## src/rtl/core/plsu_pkg.sv

```systemverilog
// Shared types, widths and constants of the position loop settle unit.
`default_nettype none

package plsu_pkg;

    // Field widths of the stream items and registers
    localparam int ENCODER_WIDTH  = 16;
    localparam int INTEGRAL_WIDTH = 24;
    localparam int TARGET_W       = 16;
    localparam int GAIN_W         = 16;
    localparam int LIMIT_W        = 7;
    localparam int SAMPLE_W       = 8;
    localparam int POWER_W        = 8;
    localparam int POS_W          = 19;
    localparam int TIMER_W        = 17;

    // Error is target - 2*count, exact
    localparam int ERR_W  = ((ENCODER_WIDTH + 1 > TARGET_W) ? ENCODER_WIDTH + 1 : TARGET_W) + 1;
    localparam int DIFF_W = ERR_W + 1;
    localparam int ACC_W  = ((INTEGRAL_WIDTH > ERR_W) ? INTEGRAL_WIDTH : ERR_W) + 1;
    localparam int EXT_W  = (ERR_W > POS_W) ? ERR_W : POS_W;

    // Products of signed operands with the unsigned gains (one guard bit)
    localparam int GAINS_W = GAIN_W + 1;
    localparam int PP_W    = GAINS_W + ERR_W;
    localparam int PI_W    = GAINS_W + INTEGRAL_WIDTH;
    localparam int PD_W    = GAINS_W + DIFF_W;
    localparam int SUM_W   = ((PD_W > PI_W) ? PD_W : PI_W) + 2;

    // Q4.12 gains
    localparam int Q_SHIFT = 12;

    localparam int NEAR_LIMIT   = 30;
    localparam int SETTLE_FLOOR = 250;

    // Stream widths, whole bytes
    localparam int IN_TDATA_W  = ((ENCODER_WIDTH + 7) / 8) * 8;
    localparam int OUT_FIELD_W = POWER_W + 1 + POS_W;
    localparam int OUT_TDATA_W = ((OUT_FIELD_W + 7) / 8) * 8;

    // Configuration port
    localparam int CFG_IDX_W  = 3;
    localparam int CFG_DATA_W = 16;

    localparam logic [CFG_IDX_W-1:0] CFG_TARGET_TICKS  = 3'd0;
    localparam logic [CFG_IDX_W-1:0] CFG_GAIN_P        = 3'd1;
    localparam logic [CFG_IDX_W-1:0] CFG_GAIN_I        = 3'd2;
    localparam logic [CFG_IDX_W-1:0] CFG_GAIN_D        = 3'd3;
    localparam logic [CFG_IDX_W-1:0] CFG_INTEGRAL_ZONE = 3'd4;
    localparam logic [CFG_IDX_W-1:0] CFG_POWER_LIMIT   = 3'd5;
    localparam logic [CFG_IDX_W-1:0] CFG_SETTLE_MS     = 3'd6;
    localparam logic [CFG_IDX_W-1:0] CFG_SAMPLE_MS     = 3'd7;

    // Register reset values
    localparam logic [TARGET_W-1:0] RST_TARGET_TICKS  = 16'd0;
    localparam logic [GAIN_W-1:0]   RST_GAIN_P        = 16'd1065;
    localparam logic [GAIN_W-1:0]   RST_GAIN_I        = 16'd205;
    localparam logic [GAIN_W-1:0]   RST_GAIN_D        = 16'd2540;
    localparam logic [15:0]         RST_INTEGRAL_ZONE = 16'd299;
    localparam logic [LIMIT_W-1:0]  RST_POWER_LIMIT   = 7'd127;
    localparam logic [15:0]         RST_SETTLE_MS     = 16'd250;
    localparam logic [SAMPLE_W-1:0] RST_SAMPLE_MS     = 8'd40;

    // Input command codes
    localparam logic CMD_SAMPLE  = 1'b0;
    localparam logic CMD_RESTART = 1'b1;

    typedef struct packed {
        logic signed [TARGET_W-1:0] target_ticks;
        logic [GAIN_W-1:0]          gain_p;
        logic [GAIN_W-1:0]          gain_i;
        logic [GAIN_W-1:0]          gain_d;
        logic [15:0]                integral_zone;
        logic [LIMIT_W-1:0]         power_limit;
        logic [15:0]                settle_ms;
        logic [SAMPLE_W-1:0]        sample_ms;
    } t_cfg;

    typedef struct packed {
        logic                            command;
        logic signed [ENCODER_WIDTH-1:0] encoder_count;
    } t_in_item;

    typedef struct packed {
        logic signed [INTEGRAL_WIDTH-1:0] integral_sum;
        logic signed [ERR_W-1:0]          previous_error;
        logic                             near_target_latch;
        logic [TIMER_W-1:0]               settle_timer;
        logic                             done_flag;
    } t_loop_state;

    // Operands handed from the state update to the multipliers
    typedef struct packed {
        logic                             kill;
        logic                             finished;
        logic signed [ERR_W-1:0]          err;
        logic signed [INTEGRAL_WIDTH-1:0] integral_sum;
        logic signed [DIFF_W-1:0]         diff;
    } t_ops;

    typedef struct packed {
        logic                    kill;
        logic                    finished;
        logic signed [ERR_W-1:0] err;
        logic signed [PP_W-1:0]  prod_p;
        logic signed [PI_W-1:0]  prod_i;
        logic signed [PD_W-1:0]  prod_d;
    } t_prods;

endpackage

`default_nettype wire

```

## src/rtl/core/plsu_state_update.sv

```systemverilog
// Error, integral zone, derivative difference and settle timer: next loop state.
`default_nettype none

module plsu_state_update (
    input  wire plsu_pkg::t_in_item    i_item,
    input  wire plsu_pkg::t_loop_state i_state,
    input  wire plsu_pkg::t_cfg        i_cfg,
    output plsu_pkg::t_loop_state      o_n_state,
    output plsu_pkg::t_ops             o_ops
);

    localparam int ERR_W  = plsu_pkg::ERR_W;
    localparam int ACC_W  = plsu_pkg::ACC_W;
    localparam int IW     = plsu_pkg::INTEGRAL_WIDTH;
    localparam int DIFF_W = plsu_pkg::DIFF_W;
    localparam int TW     = plsu_pkg::TIMER_W;

    localparam logic signed [ACC_W-1:0] IMAX = ACC_W'((64'sd1 <<< (IW - 1)) - 64'sd1);
    localparam logic signed [ACC_W-1:0] IMIN = ACC_W'(-(64'sd1 <<< (IW - 1)));
    localparam logic signed [ERR_W-1:0] NEAR = ERR_W'(plsu_pkg::NEAR_LIMIT);
    localparam logic [15:0]             FLOOR = 16'(plsu_pkg::SETTLE_FLOOR);
    localparam logic [TW-1:0]           TMAX = {TW{1'b1}};

    logic signed [ERR_W-1:0]  err;
    logic [ERR_W-1:0]         abs_err;
    logic                     in_zone;
    logic signed [ACC_W-1:0]  acc;
    logic signed [IW-1:0]     isum_next;
    logic signed [DIFF_W-1:0] diff;
    logic                     latch_next;
    logic [TW:0]              timer_sum;
    logic [TW-1:0]            timer_next;
    logic [15:0]              settle_need;
    logic                     done_next;

    always_comb begin
        err     = ERR_W'(i_cfg.target_ticks) - (ERR_W'(i_item.encoder_count) <<< 1);
        abs_err = err[ERR_W-1] ? ERR_W'(-err) : ERR_W'(err);
        in_zone = (err != '0) && (abs_err < ERR_W'(i_cfg.integral_zone));

        // Saturating integral, cleared outside the zone
        acc = ACC_W'(i_state.integral_sum) + ACC_W'(err);
        if (!in_zone) begin
            isum_next = '0;
        end else if (acc > IMAX) begin
            isum_next = IMAX[IW-1:0];
        end else if (acc < IMIN) begin
            isum_next = IMIN[IW-1:0];
        end else begin
            isum_next = acc[IW-1:0];
        end

        // Zero error forces the derivative to zero
        if (err == '0) begin
            diff = '0;
        end else begin
            diff = DIFF_W'(err) - DIFF_W'(i_state.previous_error);
        end

        latch_next = i_state.near_target_latch || (err < NEAR);
        timer_sum  = {1'b0, i_state.settle_timer} + (TW + 1)'(i_cfg.sample_ms);
        if (!latch_next) begin
            timer_next = '0;
        end else if (timer_sum[TW]) begin
            timer_next = TMAX;
        end else begin
            timer_next = timer_sum[TW-1:0];
        end
        settle_need = (i_cfg.settle_ms < FLOOR) ? FLOOR : i_cfg.settle_ms;
        done_next   = timer_next >= TW'(settle_need);

        if (i_item.command == plsu_pkg::CMD_RESTART) begin
            o_n_state       = '0;
            o_ops           = '0;
            o_ops.kill      = 1'b1;
        end else if (i_state.done_flag) begin
            // Finished: state frozen, power zero, error still reported
            o_n_state       = i_state;
            o_ops           = '0;
            o_ops.kill      = 1'b1;
            o_ops.finished  = 1'b1;
            o_ops.err       = err;
        end else begin
            o_n_state.integral_sum      = isum_next;
            o_n_state.previous_error    = err;
            o_n_state.near_target_latch = latch_next;
            o_n_state.settle_timer      = timer_next;
            o_n_state.done_flag         = done_next;
            o_ops.kill                  = 1'b0;
            o_ops.finished              = done_next;
            o_ops.err                   = err;
            o_ops.integral_sum          = isum_next;
            o_ops.diff                  = diff;
        end
    end

endmodule

`default_nettype wire

```

## src/rtl/core/plsu_power_clamp.sv

```systemverilog
// Sum of the three weighted terms, truncation toward zero and power clamp.
`default_nettype none

module plsu_power_clamp (
    input  wire plsu_pkg::t_prods                  i_prods,
    input  wire [plsu_pkg::LIMIT_W-1:0]            i_power_limit,
    output logic signed [plsu_pkg::POWER_W-1:0]    o_drive_power
);

    localparam int PD_W  = plsu_pkg::PD_W;
    localparam int SUM_W = plsu_pkg::SUM_W;
    localparam int QS    = plsu_pkg::Q_SHIFT;

    localparam logic signed [PD_W-1:0]  RND_D = PD_W'((64'sd1 <<< QS) - 64'sd1);
    localparam logic signed [SUM_W-1:0] RND_S = SUM_W'((64'sd1 <<< QS) - 64'sd1);

    logic signed [PD_W-1:0]  rnd_d;
    logic signed [PD_W-1:0]  d_adj;
    logic signed [PD_W-1:0]  d_trunc;
    logic signed [SUM_W-1:0] sum;
    logic signed [SUM_W-1:0] rnd_s;
    logic signed [SUM_W-1:0] sum_adj;
    logic signed [SUM_W-1:0] quot;
    logic signed [SUM_W-1:0] lim_pos;
    logic signed [SUM_W-1:0] lim_neg;

    always_comb begin
        // Derivative term truncated toward zero to a whole multiple of 2^QS
        rnd_d   = i_prods.prod_d[PD_W-1] ? RND_D : '0;
        d_adj   = i_prods.prod_d + rnd_d;
        d_trunc = $signed({d_adj[PD_W-1:QS], {QS{1'b0}}});

        sum     = SUM_W'(i_prods.prod_p) + SUM_W'(i_prods.prod_i) + SUM_W'(d_trunc);
        rnd_s   = sum[SUM_W-1] ? RND_S : '0;
        sum_adj = sum + rnd_s;
        quot    = sum_adj >>> QS;

        lim_pos = SUM_W'($signed({1'b0, i_power_limit}));
        lim_neg = -lim_pos;

        if (i_prods.kill) begin
            o_drive_power = '0;
        end else if (quot > lim_pos) begin
            o_drive_power = lim_pos[plsu_pkg::POWER_W-1:0];
        end else if (quot < lim_neg) begin
            o_drive_power = lim_neg[plsu_pkg::POWER_W-1:0];
        end else begin
            o_drive_power = quot[plsu_pkg::POWER_W-1:0];
        end
    end

endmodule

`default_nettype wire

```

## src/rtl/core/pid_position_loop_settle_unit.sv

```systemverilog
// Top level of the PID position loop with integral zone and settle timer.
`default_nettype none

// PID position loop for a drive base. Each input transfer carries one
// left-wheel encoder count (tdata) and a command bit (tuser: 0 = sample,
// 1 = restart). The error is target_ticks - 2*count; proportional, zoned
// integral and derivative terms with unsigned Q4.12 gains are summed,
// truncated toward zero and clamped to +-power_limit. Once the error has
// gone below 30 a settle timer adds sample_ms per sample; when it reaches
// max(settle_ms, 250) the move is finished and later results carry zero
// power with finished set, while the error is still reported. A restart
// transfer clears the loop state and returns an all-zero result.
// Rate: one transfer per cycle sustained unless the output stalls. The
// input register loads at the input transfer, then the state-update,
// multiplier and result registers follow in that order. The loop state
// closes its feedback in the single state-update stage, so each sample
// sees the state left by the one before it. Back-pressure on the output
// stalls the chain stage by stage, no bubbles are lost.
// Configuration writes take effect at the next edge and are expected only
// while the unit holds no transfer in flight.

module pid_position_loop_settle_unit (
    input  wire                                   i_clk,
    input  wire                                   i_rst_n,
    // configuration write port
    input  wire                                   i_cfg_we,
    input  wire [plsu_pkg::CFG_IDX_W-1:0]         i_cfg_index,
    input  wire [plsu_pkg::CFG_DATA_W-1:0]        i_cfg_wdata,
    // sample stream in
    input  wire                                   i_s_axis_tvalid,
    output logic                                  o_s_axis_tready,
    input  wire [plsu_pkg::IN_TDATA_W-1:0]        i_s_axis_tdata,  // [15:0] encoder_count
    input  wire [0:0]                             i_s_axis_tuser,  // [0] command
    // result stream out
    output logic                                  o_m_axis_tvalid,
    input  wire                                   i_m_axis_tready,
    // [7:0] drive_power, [8] finished, [27:9] position_error, rest zero
    output logic [plsu_pkg::OUT_TDATA_W-1:0]      o_m_axis_tdata
);

    localparam int PP_W = plsu_pkg::PP_W;
    localparam int PI_W = plsu_pkg::PI_W;
    localparam int PD_W = plsu_pkg::PD_W;

    plsu_pkg::t_cfg        r_cfg;
    plsu_pkg::t_loop_state r_state;
    plsu_pkg::t_loop_state n_state;
    plsu_pkg::t_in_item    r_s1;
    plsu_pkg::t_ops        r_s2;
    plsu_pkg::t_ops        n_ops;
    plsu_pkg::t_prods      r_s3;

    logic r_v1, r_v2, r_v3, r_vo;
    logic w_rdy1, w_rdy2, w_rdy3, w_rdyo;
    logic w_mv1;

    logic signed [plsu_pkg::POWER_W-1:0] w_power;
    logic signed [plsu_pkg::POWER_W-1:0] r_out_power;
    logic                                r_out_finished;
    logic signed [plsu_pkg::POS_W-1:0]   r_out_pos;
    logic signed [plsu_pkg::EXT_W-1:0]   w_err_ext;

    // Stage-by-stage ready: a stage takes new data when empty or draining
    assign w_rdyo = !r_vo || i_m_axis_tready;
    assign w_rdy3 = !r_v3 || w_rdyo;
    assign w_rdy2 = !r_v2 || w_rdy3;
    assign w_rdy1 = !r_v1 || w_rdy2;
    assign w_mv1  = r_v1 && w_rdy2;

    assign o_s_axis_tready = w_rdy1;
    assign o_m_axis_tvalid = r_vo;
    assign o_m_axis_tdata  = plsu_pkg::OUT_TDATA_W'({r_out_pos, r_out_finished, r_out_power});

    // Configuration registers
    always_ff @(posedge i_clk) begin
        if (!i_rst_n) begin
            r_cfg.target_ticks  <= plsu_pkg::RST_TARGET_TICKS;
            r_cfg.gain_p        <= plsu_pkg::RST_GAIN_P;
            r_cfg.gain_i        <= plsu_pkg::RST_GAIN_I;
            r_cfg.gain_d        <= plsu_pkg::RST_GAIN_D;
            r_cfg.integral_zone <= plsu_pkg::RST_INTEGRAL_ZONE;
            r_cfg.power_limit   <= plsu_pkg::RST_POWER_LIMIT;
            r_cfg.settle_ms     <= plsu_pkg::RST_SETTLE_MS;
            r_cfg.sample_ms     <= plsu_pkg::RST_SAMPLE_MS;
        end else if (i_cfg_we) begin
            case (i_cfg_index)
                plsu_pkg::CFG_TARGET_TICKS:  r_cfg.target_ticks  <= $signed(i_cfg_wdata);
                plsu_pkg::CFG_GAIN_P:        r_cfg.gain_p        <= i_cfg_wdata;
                plsu_pkg::CFG_GAIN_I:        r_cfg.gain_i        <= i_cfg_wdata;
                plsu_pkg::CFG_GAIN_D:        r_cfg.gain_d        <= i_cfg_wdata;
                plsu_pkg::CFG_INTEGRAL_ZONE: r_cfg.integral_zone <= i_cfg_wdata;
                plsu_pkg::CFG_POWER_LIMIT:
                    r_cfg.power_limit <= i_cfg_wdata[plsu_pkg::LIMIT_W-1:0];
                plsu_pkg::CFG_SETTLE_MS:     r_cfg.settle_ms     <= i_cfg_wdata;
                plsu_pkg::CFG_SAMPLE_MS:
                    r_cfg.sample_ms <= i_cfg_wdata[plsu_pkg::SAMPLE_W-1:0];
                default: begin
                end
            endcase
        end
    end

    // Valid bits and loop state
    always_ff @(posedge i_clk) begin
        if (!i_rst_n) begin
            r_v1    <= 1'b0;
            r_v2    <= 1'b0;
            r_v3    <= 1'b0;
            r_vo    <= 1'b0;
            r_state <= '0;
        end else begin
            if (w_rdy1) begin
                r_v1 <= i_s_axis_tvalid;
            end
            if (w_rdy2) begin
                r_v2 <= r_v1;
            end
            if (w_rdy3) begin
                r_v3 <= r_v2;
            end
            if (w_rdyo) begin
                r_vo <= r_v3;
            end
            if (w_mv1) begin
                r_state <= n_state;
            end
        end
    end

    // Payload registers
    always_ff @(posedge i_clk) begin
        if (w_rdy1 && i_s_axis_tvalid) begin
            r_s1.command       <= i_s_axis_tuser[0];
            r_s1.encoder_count <= $signed(i_s_axis_tdata[plsu_pkg::ENCODER_WIDTH-1:0]);
        end
        if (w_mv1) begin
            r_s2 <= n_ops;
        end
        if (r_v2 && w_rdy3) begin
            r_s3.kill     <= r_s2.kill;
            r_s3.finished <= r_s2.finished;
            r_s3.err      <= r_s2.err;
            r_s3.prod_p   <= PP_W'($signed({1'b0, r_cfg.gain_p})) * PP_W'(r_s2.err);
            r_s3.prod_i   <= PI_W'($signed({1'b0, r_cfg.gain_i})) * PI_W'(r_s2.integral_sum);
            r_s3.prod_d   <= PD_W'($signed({1'b0, r_cfg.gain_d})) * PD_W'(r_s2.diff);
        end
        if (r_v3 && w_rdyo) begin
            r_out_power    <= w_power;
            r_out_finished <= r_s3.finished;
            r_out_pos      <= w_err_ext[plsu_pkg::POS_W-1:0];
        end
    end

    assign w_err_ext = plsu_pkg::EXT_W'(r_s3.err);

    plsu_state_update u_state_update (
        .i_item    (r_s1),
        .i_state   (r_state),
        .i_cfg     (r_cfg),
        .o_n_state (n_state),
        .o_ops     (n_ops)
    );

    plsu_power_clamp u_power_clamp (
        .i_prods       (r_s3),
        .i_power_limit (r_cfg.power_limit),
        .o_drive_power (w_power)
    );

`ifndef SYNTHESIS
    // Power never leaves the configured band
    a_power_in_limit: assert property (@(posedge i_clk) disable iff (!i_rst_n)
        r_vo |-> ((r_out_power[7] ? 8'(-r_out_power) : 8'(r_out_power))
                  <= {1'b0, r_cfg.power_limit}))
        else $error("drive power outside limit");

    // A restart leaves the loop state cleared
    a_restart_clears: assert property (@(posedge i_clk) disable iff (!i_rst_n)
        (w_mv1 && (r_s1.command == plsu_pkg::CMD_RESTART)) |=> (r_state == '0))
        else $error("restart did not clear loop state");

    // After finish a sample does not touch the state
    a_frozen_when_done: assert property (@(posedge i_clk) disable iff (!i_rst_n)
        (w_mv1 && r_state.done_flag && (r_s1.command == plsu_pkg::CMD_SAMPLE))
        |=> $stable(r_state))
        else $error("loop state changed after finish");

    // Timer runs only once the near-target latch is set
    a_timer_needs_latch: assert property (@(posedge i_clk) disable iff (!i_rst_n)
        !r_state.near_target_latch |-> (r_state.settle_timer == '0))
        else $error("settle timer running without latch");
`endif

endmodule

`default_nettype wire
```

## config.mk

```make
export PLATFORM = sky130hd
export DESIGN_NAME = pid_position_loop_settle_unit
export DESIGN_NICKNAME = d
export VERILOG_FILES = /design/src/rtl/core/plsu_pkg.sv /design/src/rtl/core/plsu_state_update.sv /design/src/rtl/core/plsu_power_clamp.sv /design/src/rtl/core/pid_position_loop_settle_unit.sv
export SDC_FILE = /design/constraint.sdc
export NUM_CORES = 2
export LEC_CHECK = 0
export BUFFER_PORTS_ARGS = -buffer_cell sky130_fd_sc_hd__buf_2
export CAP_MARGIN = 20
export CORE_ASPECT_RATIO = 2
export CORE_MARGIN = 1
export CORE_UTILIZATION = 67
export CTS_CLUSTER_SIZE = 12
export DETAILED_ROUTE_END_ITERATION = 8
export PLACE_DENSITY = 0.84
export SLEW_MARGIN = 20
export SYNTH_ARGS = -nofsm -noshare
export SYNTH_HDL_FRONTEND = slang
export SYNTH_HIERARCHICAL = 1
export SYNTH_SLANG_ARGS = --single-unit
```

## constraint.sdc

```tcl
create_clock -name i_clk -period 12.1 [get_ports i_clk]
set_input_delay 1.21 -clock i_clk [delete_from_list [all_inputs] [get_ports i_clk]]
set_output_delay 1.21 -clock i_clk [all_outputs]
set_load 0.1 [all_outputs]
```

==> summary.md <==
| Metric | Value |
|---|---|
| DR WL/cell | 23.3 um |
| Setup TNS | 0 ns |
| Router iterations before antenna repair | 6 |
| Root buffer cell | clkbuf_16 |
| Hold path depth | 0 |
| Setup CP Type | register to register |
| Post-synthesis cell type count | 113 |
| Fill count | 6870 |
| RSZ-0062 raised after global routing | false |
| Vias per std cell | 6.20 |
| Dpl hpwl | 151000 um |
| Gpl congestion | 1.08 |
| Gr ovfl total | 0 |
| Post-Syn Instances | 7059 |
| Status | finished clean |
| CTS clk-pin slew, worst paths | 0.06 ns |
| Avg Inst Size Synth | 8.94 um2 |
| Fin. max-slew vios | 0 |
| Setup-failing EPs final | 0 |
| Share of flip-flops with an asynchronous set or reset | 0% |
| Post-synth EDFFs | 239 |
| Fin cells | 8244 |
| Number of buffers inserted by hold repair at cts | 0 |
| Area share of the largest cell type after synthesis | 32.1% |
| Fin nets | 8546 |
| Multi-input gate area | 0.0462 mm2 |
| Ranking of synthesized cells by area | fa_1 (32%), edfxtp_1 (11%), ha_1 (9.7%), inv_1 (8.3%), nand2_1 (6.5%) |
| Hold Path Class | register to register |
| Later-pin clock latency in the skew report | 0.62 ns |
| Final Skew | 0.0410 ns |
| Sequential area share after synthesis | 16.9% |
| Vias in the first global route | 55365 |
| Ys flop type | edfxtp_1 |
| Die footprint | 0.0955 mm2 |
| Slowest-stage cell, CP | or4_1 |
| #FFs+latches synth | 415 |
| Startpoint Class | register |
| Largest net degree at the start of global routing | 119 |
| Num CTS Buffers | 44 |
| Crit path max fanout | 9 |
| Placed Area | 0.0647 mm2 |
| Starting Density | 67.8% |
| Max-cap violations | 0 |
| Core region area | 0.0931 mm2 |
| FMAX | 0.0872 GHz |
| IO buf count | 70 |
| Synth area leader | fa_1 |
| # IOs | 75 |
| Crit end category | register |
| H-tree depth | 2 |
| CTS tree | built |
| Bufs on Longest Clock Path | 3 |
| Max incr delay on CP | 0.54 ns |
| DRC marker count from the first detailed-route iteration | 3734 |
| # placed instances | 8155 |
| Hold WS | 0.419 ns |
| Final Cycle Share | 94.8% |
| Area delta synth->final | 4.78% |
| Least-Margin Pin Slew | 1.18 ns |
| Final WL | 192000 um |
| CTS sink cnt | 415 |
| Die H | 436 um |
| Worst Path Required | 12.52 ns |
| Initial antenna violation count | 14 |
| Routed vias | 51092 |
| R2R cell count | 47 |
| Final hold vios | 0 |
| Die Width | 219 um |
| Layout cells sized above 1 | 4.42% |
| Worst path most repeated cell | a21o_1 |
| Post-synthesis cell area | 0.0631 mm2 |
| YS warnings | 6 |
| Worst Path Arrival | 11.88 ns |
| Antenna-violating nets left | 0 |
| Global-route wire length before repair | 298000 um |
| Minimum clock period after layout | 11.47 ns |
| Remaining DRCs | 0 |
| Post-route design area | 0.0662 mm2 |
| Row count | 158 |
| Total area of sequential cells | 0.0107 mm2 |
| Total GRT Usage | 41.8% |
| Slew margin rel. | 20.4% |
-- cell usage after synthesis, types with 18 or more instances --
master,number
or3_1,20
nor2_1,227
o21a_1,50
dfxtp_1,176
inv_1,1396
a21oi_1,238
xnor2_1,184
fa_1,1011
a211oi_1,35
clkbuf_1,243
nand2_1,1088
edfxtp_1,239
a31oi_1,31
nand2b_1,27
nand4_1,35
and2_1,460
ha_1,491
nand3_1,100
nor3_1,59
o21bai_1,27
nor2b_1,45
a21o_1,108
o21ai_1,18
a21boi_0,148
o21ai_0,139
o211ai_1,19
xor2_1,76
and3_1,41
-- routing by layer --
metal | up-vias | part of all wire (%) | global-route usage [%]
li1 | 22047 | - | -
met1 | 25134 | 29 | 40.3
met2 | 2696 | 49 | 70.9
met3 | 1209 | 8.4 | 9.01
met4 | 6 | 13 | 43.4
met5 | - | 0.018 | 0
-- logic make-up after synthesis --
family	synth area share [%]
xor gates and xnor gates	3.61
and+or+nand+nor	16.5
buffers and inverters	10.1
AOI/OAI and AO/OA	10.7
adders and majority gates	41.8
other	0.00594
DFF	16.9
muxes	0.329
-- layout make-up --
class / instances / share of cell area, %
Multi-Input combinational cell: 4971 / 69.8
Sequential cell: 415 / 16.2
Inverter: 1397 / 7.93
Tap cell: 1200 / 2.27
Clock buffer: 72 / 1.90
Timing Repair Buffer: 174 / 1.76
Clock inverter: 10 / 0.174
Antenna cell: 5 / 0.0189
-- state kept, by name (all words and copies together) (netlist names) --
signal and cells:
r_s1 17, r_out_finished 1, r_out_pos 18, r_v2 1
r_cfg 111, r_v3 1, o_m_axis_tvalid 1, r_s2 63
r_v1 1, r_out_power 8, r_state 61, r_s3 132
-- final timing paths --
check	startpoint	endpoint	slack, ns
worst min-delay path	r_s3[119]$_DFFE_PP_	r_out_pos[7]$_DFFE_PP_	0.42
worst min register to register	r_s3[119]$_DFFE_PP_	r_out_pos[7]$_DFFE_PP_	0.42
worst max-delay path	r_s3[35]$_DFFE_PP_	r_out_power[3]$_DFFE_PP_	0.63
worst max register to register	r_s3[35]$_DFFE_PP_	r_out_power[3]$_DFFE_PP_	0.63
-- worst max-delay path: cells and delay by family (launching register included) --
family                   cells  cell delay (ns)
AO/OA/AOI/OAI               27             5.13
XOR/XNOR                     2             0.59
adder cells (fa/ha/maj)      5             1.66
buffers and inverters        3             0.67
flip-flops                   1             0.48
multiplexers                 1             0.35
AND/OR/NAND/NOR              9             2.38
-- through the flow --
stage / utilization, % / worst slack, ns
final: 71.1 / 0.634
after detailed placement: 69.5 / 0.458
after CTS: 71.0 / 0.367
after global routing: 71.0 / 0.0120
after floorplan: - / 1.28
after global placement: 69.5 / 0.491
-- placed cells by master (no fill, tap or decap), types with 15 or more instances in the layout --
cell          n
nand3_1     100
and2_1      460
a21boi_0    148
dfxtp_1     176
or3_1        20
edfxtp_1    239
o21a_1       50
fa_1       1011
clkbuf_16    45
buf_4       102
nor2_1      225
ha_1        491
nand2_1    1087
o211ai_1     19
o21ai_1      20
a211oi_1     35
xor2_1       76
a22o_1       16
a31oi_1      30
inv_1      1396
o21bai_1     27
nor2b_1      43
buf_2        70
nand2b_1     27
nand4_1      35
nor3_1       56
nor4_1       15
and3_1       41
xnor2_1     184
o21ai_0     137
a21oi_1     238
clkbuf_1     24
a21o_1      108
-- what timing repair did --
item,CTS,global route
resized for setup,0,4
setup buffers,0,0
setup endpoints to repair,0,8
Power is not shown: default switching activity piles up to over one toggle a cycle in this logic, so the estimate is an artifact.
